**src/design/cpualu_pkg.sv**
```systemverilog
// ----------------------------------------------------------------------------
// cpualu_pkg: shared types and constants for the eight-bit cpu alu
// operation codes, flag bit positions and field widths
// ----------------------------------------------------------------------------
package cpualu_pkg;

  localparam int KIND_W  = 5;
  localparam int WORD_W  = 16;
  localparam int BYTE_W  = 8;
  localparam int BIDX_W  = 3;
  localparam int FLAGS_W = 4;

  typedef logic [KIND_W-1:0]  kind_t;
  typedef logic [WORD_W-1:0]  word_t;
  typedef logic [BYTE_W-1:0]  byte_t;
  typedef logic [FLAGS_W-1:0] flags_t;

  // flag bit positions
  localparam int FLAG_Z = 3;
  localparam int FLAG_N = 2;
  localparam int FLAG_H = 1;
  localparam int FLAG_C = 0;

  // operation codes
  localparam kind_t KIND_ADD   = 5'd0;
  localparam kind_t KIND_ADC   = 5'd1;
  localparam kind_t KIND_SUB   = 5'd2;
  localparam kind_t KIND_SBC   = 5'd3;
  localparam kind_t KIND_AND   = 5'd4;
  localparam kind_t KIND_XOR   = 5'd5;
  localparam kind_t KIND_OR    = 5'd6;
  localparam kind_t KIND_CP    = 5'd7;
  localparam kind_t KIND_INC   = 5'd8;
  localparam kind_t KIND_DEC   = 5'd9;
  localparam kind_t KIND_RLC   = 5'd10;
  localparam kind_t KIND_RRC   = 5'd11;
  localparam kind_t KIND_RL    = 5'd12;
  localparam kind_t KIND_RR    = 5'd13;
  localparam kind_t KIND_SLA   = 5'd14;
  localparam kind_t KIND_SRA   = 5'd15;
  localparam kind_t KIND_SRL   = 5'd16;
  localparam kind_t KIND_SWAP  = 5'd17;
  localparam kind_t KIND_BIT   = 5'd18;
  localparam kind_t KIND_RES   = 5'd19;
  localparam kind_t KIND_SET   = 5'd20;
  localparam kind_t KIND_DAA   = 5'd21;
  localparam kind_t KIND_CPL   = 5'd22;
  localparam kind_t KIND_SCF   = 5'd23;
  localparam kind_t KIND_CCF   = 5'd24;
  localparam kind_t KIND_RLCA  = 5'd25;
  localparam kind_t KIND_RRCA  = 5'd26;
  localparam kind_t KIND_RLA   = 5'd27;
  localparam kind_t KIND_RRA   = 5'd28;
  localparam kind_t KIND_ADD16 = 5'd29;
  localparam kind_t KIND_ADDSP = 5'd30;

  // decimal adjust constants
  localparam byte_t DAA_LO_ADJ = 8'h06;
  localparam byte_t DAA_HI_ADJ = 8'h60;
  localparam byte_t DAA_HI_MAX = 8'h99;
  localparam logic [3:0] DAA_LO_MAX = 4'h9;

endpackage

```
**src/design/cpu_alu_with_flags.sv**
```systemverilog
// ----------------------------------------------------------------------------
// cpu_alu_with_flags: eight-bit cpu alu with z/n/h/c flags
// registered input, one pass of alu logic, registered result
// ----------------------------------------------------------------------------
// usage
//   input channel: in_valid / in_stall carry one beat per operation: the
//   operation code, two 16-bit operands, a bit index and the current flags
//   result channel: out_valid / out_stall carry one beat per operation: the
//   16-bit result (upper byte zero for 8-bit operations) and the new flags
//   path: a beat accepted into the input register passes the alu and is
//   captured in the result register, which drives the result ports
//   throughput: one beat per cycle; the alu is a single combinational pass
//   between the input register and the result register, so nothing limits
//   the rate but the receiver
//   stall: when out_stall is held, the result register holds its beat and
//   an empty input register still takes one more beat; in_stall rises only
//   when both registers are full and the receiver stalls
//   reset: rst_n (synchronous, active low) empties both registers; no
//   payload is cleared, no state survives between beats
// ----------------------------------------------------------------------------
module cpu_alu_with_flags (
  input  logic                        clk,
  input  logic                        rst_n,
  // input channel
  input  logic                        in_valid,
  output logic                        in_stall,
  input  cpualu_pkg::kind_t           in_kind,
  input  cpualu_pkg::word_t           in_operand_a,
  input  cpualu_pkg::word_t           in_operand_b,
  input  logic [cpualu_pkg::BIDX_W-1:0] in_bit_index,
  input  cpualu_pkg::flags_t          in_flags_in,
  // result channel
  output logic                        out_valid,
  input  logic                        out_stall,
  output cpualu_pkg::word_t           out_result,
  output cpualu_pkg::flags_t          out_flags_out
);

  // input register stage
  logic                          s1_valid_r, s1_valid_nxt;
  cpualu_pkg::kind_t             kind_r;
  cpualu_pkg::word_t             opa_r;
  cpualu_pkg::word_t             opb_r;
  logic [cpualu_pkg::BIDX_W-1:0] bidx_r;
  cpualu_pkg::flags_t            flg_r;

  // result register stage
  logic                          s2_valid_r, s2_valid_nxt;
  cpualu_pkg::word_t             result_r, result_nxt;
  cpualu_pkg::flags_t            flags_r, flags_nxt;

  logic s2_adv;   // result register may load
  logic s1_adv;   // input register may load

  // handshake: result register frees when empty or its beat is taken
  assign s2_adv   = !s2_valid_r || !out_stall;
  assign s1_adv   = !s1_valid_r || s2_adv;
  assign in_stall = !s1_adv;

  assign s1_valid_nxt = s1_adv ? in_valid : s1_valid_r;
  assign s2_valid_nxt = s2_adv ? s1_valid_r : s2_valid_r;

  always_ff @(posedge clk) begin
    if (!rst_n) begin
      s1_valid_r <= 1'b0;
      s2_valid_r <= 1'b0;
    end else begin
      s1_valid_r <= s1_valid_nxt;
      s2_valid_r <= s2_valid_nxt;
    end
  end

  // payload registers, no reset needed
  always_ff @(posedge clk) begin
    if (s1_adv) begin
      kind_r <= in_kind;
      opa_r  <= in_operand_a;
      opb_r  <= in_operand_b;
      bidx_r <= in_bit_index;
      flg_r  <= in_flags_in;
    end
    if (s2_adv) begin
      result_r <= result_nxt;
      flags_r  <= flags_nxt;
    end
  end

  // ---------------------------------------------------------------------------
  // alu datapath
  // ---------------------------------------------------------------------------
  cpualu_pkg::byte_t a8, b8;
  logic              cf, cin;
  logic [8:0]        add9, sub9;      // 8-bit sum / difference with carry out
  logic [4:0]        addlo5, sublo5;  // low nibble, for half carry / borrow
  logic [16:0]       add17;           // 16-bit add with carry out
  logic [12:0]       add13;           // bit-11 half carry for add16
  cpualu_pkg::word_t sp_sum;
  cpualu_pkg::byte_t bit_mask;
  cpualu_pkg::byte_t daa_adj;
  logic              daa_c;
  cpualu_pkg::byte_t r8;
  cpualu_pkg::flags_t fl;
  logic              wide;

  assign a8  = opa_r[7:0];
  assign b8  = opb_r[7:0];
  assign cf  = flg_r[cpualu_pkg::FLAG_C];
  assign cin = ((kind_r == cpualu_pkg::KIND_ADC) || (kind_r == cpualu_pkg::KIND_SBC)) ? cf : 1'b0;

  assign add9   = {1'b0, a8} + {1'b0, b8} + {8'h00, cin};
  assign addlo5 = {1'b0, a8[3:0]} + {1'b0, b8[3:0]} + {4'h0, cin};
  assign sub9   = {1'b0, a8} - {1'b0, b8} - {8'h00, cin};
  assign sublo5 = {1'b0, a8[3:0]} - {1'b0, b8[3:0]} - {4'h0, cin};
  assign add17  = {1'b0, opa_r} + {1'b0, opb_r};
  assign add13  = {1'b0, opa_r[11:0]} + {1'b0, opb_r[11:0]};
  // sp plus sign-extended offset byte
  assign sp_sum   = opa_r + {{8{b8[7]}}, b8};
  assign bit_mask = 8'h01 << bidx_r;

  // decimal adjust correction
  always_comb begin
    daa_adj = 8'h00;
    daa_c   = cf;
    if (!flg_r[cpualu_pkg::FLAG_N]) begin
      if (cf || (a8 > cpualu_pkg::DAA_HI_MAX)) begin
        daa_adj = daa_adj | cpualu_pkg::DAA_HI_ADJ;
        daa_c   = 1'b1;
      end
      if (flg_r[cpualu_pkg::FLAG_H] || (a8[3:0] > cpualu_pkg::DAA_LO_MAX)) begin
        daa_adj = daa_adj | cpualu_pkg::DAA_LO_ADJ;
      end
    end else begin
      if (flg_r[cpualu_pkg::FLAG_H]) begin
        daa_adj = daa_adj | cpualu_pkg::DAA_LO_ADJ;
      end
      if (cf) begin
        daa_adj = daa_adj | cpualu_pkg::DAA_HI_ADJ;
      end
    end
  end

  // flags are packed {z, n, h, c}
  always_comb begin
    r8         = 8'h00;
    fl         = flg_r;
    wide       = 1'b0;
    result_nxt = 16'h0000;
    unique case (kind_r)
      cpualu_pkg::KIND_ADD, cpualu_pkg::KIND_ADC: begin
        r8 = add9[7:0];
        fl = {r8 == 8'h00, 1'b0, addlo5[4], add9[8]};
      end
      cpualu_pkg::KIND_SUB, cpualu_pkg::KIND_SBC: begin
        r8 = sub9[7:0];
        fl = {r8 == 8'h00, 1'b1, sublo5[4], sub9[8]};
      end
      cpualu_pkg::KIND_CP: begin
        // flags of the subtract, accumulator unchanged
        r8 = a8;
        fl = {sub9[7:0] == 8'h00, 1'b1, sublo5[4], sub9[8]};
      end
      cpualu_pkg::KIND_AND: begin
        r8 = a8 & b8;
        fl = {r8 == 8'h00, 1'b0, 1'b1, 1'b0};
      end
      cpualu_pkg::KIND_XOR: begin
        r8 = a8 ^ b8;
        fl = {r8 == 8'h00, 3'b000};
      end
      cpualu_pkg::KIND_OR: begin
        r8 = a8 | b8;
        fl = {r8 == 8'h00, 3'b000};
      end
      cpualu_pkg::KIND_INC: begin
        r8 = a8 + 8'h01;
        fl = {r8 == 8'h00, 1'b0, a8[3:0] == 4'hf, cf};
      end
      cpualu_pkg::KIND_DEC: begin
        r8 = a8 - 8'h01;
        fl = {r8 == 8'h00, 1'b1, r8[3:0] == 4'hf, cf};
      end
      cpualu_pkg::KIND_RLC, cpualu_pkg::KIND_RLCA: begin
        r8 = {a8[6:0], a8[7]};
        fl = {r8 == 8'h00, 2'b00, a8[7]};
      end
      cpualu_pkg::KIND_RRC, cpualu_pkg::KIND_RRCA: begin
        r8 = {a8[0], a8[7:1]};
        fl = {r8 == 8'h00, 2'b00, a8[0]};
      end
      cpualu_pkg::KIND_RL, cpualu_pkg::KIND_RLA: begin
        r8 = {a8[6:0], cf};
        fl = {r8 == 8'h00, 2'b00, a8[7]};
      end
      cpualu_pkg::KIND_RR, cpualu_pkg::KIND_RRA: begin
        r8 = {cf, a8[7:1]};
        fl = {r8 == 8'h00, 2'b00, a8[0]};
      end
      cpualu_pkg::KIND_SLA: begin
        r8 = {a8[6:0], 1'b0};
        fl = {r8 == 8'h00, 2'b00, a8[7]};
      end
      cpualu_pkg::KIND_SRA: begin
        r8 = {a8[7], a8[7:1]};
        fl = {r8 == 8'h00, 2'b00, a8[0]};
      end
      cpualu_pkg::KIND_SRL: begin
        r8 = {1'b0, a8[7:1]};
        fl = {r8 == 8'h00, 2'b00, a8[0]};
      end
      cpualu_pkg::KIND_SWAP: begin
        r8 = {a8[3:0], a8[7:4]};
        fl = {r8 == 8'h00, 3'b000};
      end
      cpualu_pkg::KIND_BIT: begin
        r8 = a8;
        fl = {(a8 & bit_mask) == 8'h00, 1'b0, 1'b1, cf};
      end
      cpualu_pkg::KIND_RES: begin
        r8 = a8 & ~bit_mask;
      end
      cpualu_pkg::KIND_SET: begin
        r8 = a8 | bit_mask;
      end
      cpualu_pkg::KIND_DAA: begin
        r8 = flg_r[cpualu_pkg::FLAG_N] ? (a8 - daa_adj) : (a8 + daa_adj);
        fl = {r8 == 8'h00, flg_r[cpualu_pkg::FLAG_N], 1'b0, daa_c};
      end
      cpualu_pkg::KIND_CPL: begin
        r8 = ~a8;
        fl = {flg_r[cpualu_pkg::FLAG_Z], 1'b1, 1'b1, cf};
      end
      cpualu_pkg::KIND_SCF: begin
        r8 = a8;
        fl = {flg_r[cpualu_pkg::FLAG_Z], 3'b001};
      end
      cpualu_pkg::KIND_CCF: begin
        r8 = a8;
        fl = {flg_r[cpualu_pkg::FLAG_Z], 2'b00, ~cf};
      end
      cpualu_pkg::KIND_ADD16: begin
        wide       = 1'b1;
        result_nxt = add17[15:0];
        fl         = {flg_r[cpualu_pkg::FLAG_Z], 1'b0, add13[12], add17[16]};
      end
      cpualu_pkg::KIND_ADDSP: begin
        // h and c from the unsigned low nibble / low byte adds
        wide       = 1'b1;
        result_nxt = sp_sum;
        fl         = {2'b00, addlo5[4], add9[8]};
      end
      default: begin
        // unused code: zero result, flags pass through
        wide       = 1'b1;
        result_nxt = 16'h0000;
        fl         = flg_r;
      end
    endcase
    if (!wide) begin
      result_nxt = {8'h00, r8};
    end
    // accumulator rotates always clear z
    if ((kind_r >= cpualu_pkg::KIND_RLCA) && (kind_r <= cpualu_pkg::KIND_RRA)) begin
      fl[cpualu_pkg::FLAG_Z] = 1'b0;
    end
    flags_nxt = fl;
  end

  assign out_valid     = s2_valid_r;
  assign out_result    = result_r;
  assign out_flags_out = flags_r;

endmodule

```
**config.mk**
```make
export PLATFORM = sky130hd
export DESIGN_NAME = cpu_alu_with_flags
export DESIGN_NICKNAME = d
export VERILOG_FILES = /design/src/design/cpualu_pkg.sv /design/src/design/cpu_alu_with_flags.sv
export SDC_FILE = /design/constraint.sdc
export NUM_CORES = 1
export LEC_CHECK = 0
export BUFFER_PORTS_ARGS = -buffer_cell sky130_fd_sc_hd__buf_2
export CORE_MARGIN = 1.5
export CORE_UTILIZATION = 56
export CTS_BUF_LIST = sky130_fd_sc_hd__clkbuf_4
export CTS_CLUSTER_SIZE = 30
export DETAILED_ROUTE_END_ITERATION = 12
export GPL_ROUTABILITY_DRIVEN = 1
export PLACE_DENSITY = 0.89
export SETUP_SLACK_MARGIN = 0.4
export SLEW_MARGIN = 40
export SYNTH_ARGS = -nofsm -noshare
export SYNTH_HDL_FRONTEND = slang
export SYNTH_SLANG_ARGS = --single-unit
```
**constraint.sdc**
```tcl
create_clock -name clk -period 3.76 [get_ports clk]
set_clock_uncertainty 0.15 [all_clocks]
set_input_delay 0.752 -clock clk [delete_from_list [all_inputs] [get_ports clk]]
set_output_delay 0.752 -clock clk [all_outputs]
set_load 0.03 [all_outputs]
```
==> flow_summary.yaml <==
setup_path:
  endpoint_kind: "register"
  timing_worst_setup_path_type: "reg -> reg"
  regToRegSetupSlack_ps: 280
  crit_path_max_incr_delay_ps: 480
  slowest_stage: "edfxtp_1"
  arrival_ps: 3690
  crit_chain: "inv_2 -> ha_4 -> nor2_4 -> o21ai_2 -> nor2b_4 -> inv_2 -> ha_1 -> inv_1 -> mux2i_1 -> ha_1 -> buf_6 -> nand2_4 -> nor3_2 -> nor3_2 -> nor4bb_2 -> a32oi_1 -> a31oi_1"
  cp-start-kind: "register"
  cp_max_fo: 4
  required_ps: 3960
global_routing:
  antenna_found_initial: 0
  grt_max_degree: 45
  grt_pass1_vias: 6395
  grt_pass1_wl_um: 35000
  overflow: 0
  track_usage: 0.369
power_and_ir_drop:
  power_density_nw_per_um2: 324
  p_leak_nw: 3.09
  ir_drop_mv: 0.232
drt:
  num_vias: 6819
  drt_pass1_iterations: 8
  ant_nets: 0
  drc: 0
  via_per_inst: 7.02
  drt_iter0_markers: 1135
  wire_per_inst_um: 23.7
  finalWirelength_um: 23000
logic_synthesis:
  synth_nets: 851
  synth.distinct_cells: 80
  yosysWarnings: 0
  synth_cells: 738
  synth_edf_count: 64
  async_flop_share: 0
  synth-seq-area-share: 0.301
  synth_ff_type: "edfxtp_1"
  ys_ff_latch: 66
  synth_area_um2: 6510
  syn_avg_cell_area_um2: 8.82
run_status:
  status: "completed"
sta:
  worst_pin_slew_ps: 838
  whs_ps: 259
  fin_crit_ps: 3480
  setup_tns_ps: 0
  post-route-period-util: 0.926
  rsz0062_at_grt: "true"
  max_clock_freq_mhz: 287
  hold_violations: 0
  setup_viol: 0
  slew_headroom: 0.438
  drv_slew: 0
clock_network:
  cts_tree: "built"
  cts_hold_buf: 0
  numCtsBuffers: 9
  cts.clk_slew.worst_paths_ps: 140
  clk_path_buf_depth: 2
  cts_sinks: 66
  htree_levels: 3
  cts-root-buf: "clkbuf_4"
  clk_latency_ps: 510
floorplanning:
  fp-row-count: 39
  fp.dieW_um: 111
  core_um2: 11400
  dieArea_um2: 12300
  dieHeight_um: 111
  start_util: 0.573
  pin_count: 70
final_layout:
  area_growth_pct: 16.8
  n_fill_cell: 927
  nNetsFinal: 936
  drive_gt1_frac: 0.238
  final_area_um2: 7600
  insertedDiodeCount: 0
placement:
  place_area_um2: 7150
  gp_congestion: 1.09
  port_buffers: 69
  dp_hpwl_um: 16900
min_path:
  hold_path.class: "in -> reg"
job:
  drv_cap: 0
[power by group]
part           switching, W  leakage [nW]  internal (W)
clock network      0.000323        0.0769      0.000207
registers         0.0000406         0.705      0.000873
logic              0.000622          2.31      0.000398
[synthesized netlist by cell type, types with 6 or more instances]
cell,count,share of area
o2111ai_1,6,0.0081
buf_2,12,0.0092
edfxtp_1,64,0.30
o211ai_1,10,0.012
nor4_1,11,0.011
ha_1,60,0.12
o21a_1,6,0.0069
nor3b_1,7,0.0081
xor2_1,20,0.027
or3_1,9,0.0086
o22ai_1,18,0.017
a21o_1,6,0.0069
a221oi_1,7,0.0094
nand3_1,30,0.023
nor2_1,51,0.029
a21oi_1,43,0.033
a22oi_1,8,0.0092
nand4_1,16,0.015
nand2_1,50,0.029
clkbuf_1,24,0.014
xnor2_1,28,0.038
o21ai_0,44,0.034
and3_1,9,0.0086
inv_1,35,0.020
nand2b_1,10,0.0096
nor3_1,22,0.017
a31oi_1,13,0.012
nor2b_1,13,0.012
[critical path, delay by kind of cell (launching register included)]
kind / cells / cell delay, ps
fa+ha+maj: 3 / 740
flops: 1 / 480
simple gates: 6 / 890
mux: 1 / 150
buf+inv: 4 / 380
compound gates: 3 / 530
[logic make-up after synthesis]
logic type               share of synthesized area
AND/OR/NAND/NOR                              0.201
AO/OA/AOI/OAI                                0.233
buffers and inverters                       0.0548
flip-flops                                   0.301
adder cells (fa/ha/maj)                      0.131
XOR/XNOR                                    0.0646
multiplexers                                0.0148
[per-stage QoR]
step,utilization,instances,setup WS (ps),power (W)
after floorplan,-,738,377,0.00156
after global placement,0.628,939,311,0.00181
after detailed placement,0.629,939,159,0.00182
after CTS,0.649,964,405,0.00235
after global routing,0.669,971,194,0.00256
final,0.669,971,277,0.00246
[final timing paths]
path	from	to	cells after the start
worst max register to register	opa_r[0]$_DFFE_PN_	out_flags_out[3]$_SDFFCE_PP0P_	17
worst max-delay path	opa_r[0]$_DFFE_PN_	out_flags_out[3]$_SDFFCE_PP0P_	17
worst min register to register	s1_valid_r$_SDFFE_PN0N_	out_valid$_SDFFE_PN0P_	2
worst min-delay path	in_operand_a[2]	opa_r[2]$_DFFE_PN_	1
[layer usage]
layer  global-route usage  wire (um)
met5               0.0417         62
met4                0.181       1120
met3                0.127       3030
met2                0.559      10200
met1                0.468       8590
[state kept, by name, indices dropped and copies added, names as in the netlist]
register and cells:
opa_r 16, opb_r 16, out_result 16, kind_r 5, flg_r 4, out_flags_out 4
bidx_r 3, out_valid 1, s1_valid_r 1
[placed cells by master, fill, tap and decap left out, types with 16 or more instances in the layout]
master and instances:
xor2_1 19, buf_2 69, xnor2_1 27, o22ai_1 16, buf_4 49, nand2_1 48
a21oi_1 39, nor3_1 19, nand4_1 16, nor2_1 48, ha_1 53, inv_1 30
edfxtp_1 64, nand3_1 28, o21ai_0 41
[cell type report]
type / count / area (um2) / area share
multi-input cells: 590 / 4440 / 0.584
flip-flops and latches: 66 / 1960 / 0.258
repair buffers: 120 / 736 / 0.0968
well taps: 143 / 179 / 0.0235
inverters: 36 / 140 / 0.0184
clock inverters: 7 / 77.6 / 0.0102
clock buffers: 9 / 67.6 / 0.00889
[timing repair]
action	4_1_cts	5_1_grt
pin swaps	8	26
buffers inserted	9	7
endpoints found under the setup margin	5	13
gates resized for setup	3	40
(Power assumes the default switching activity.)
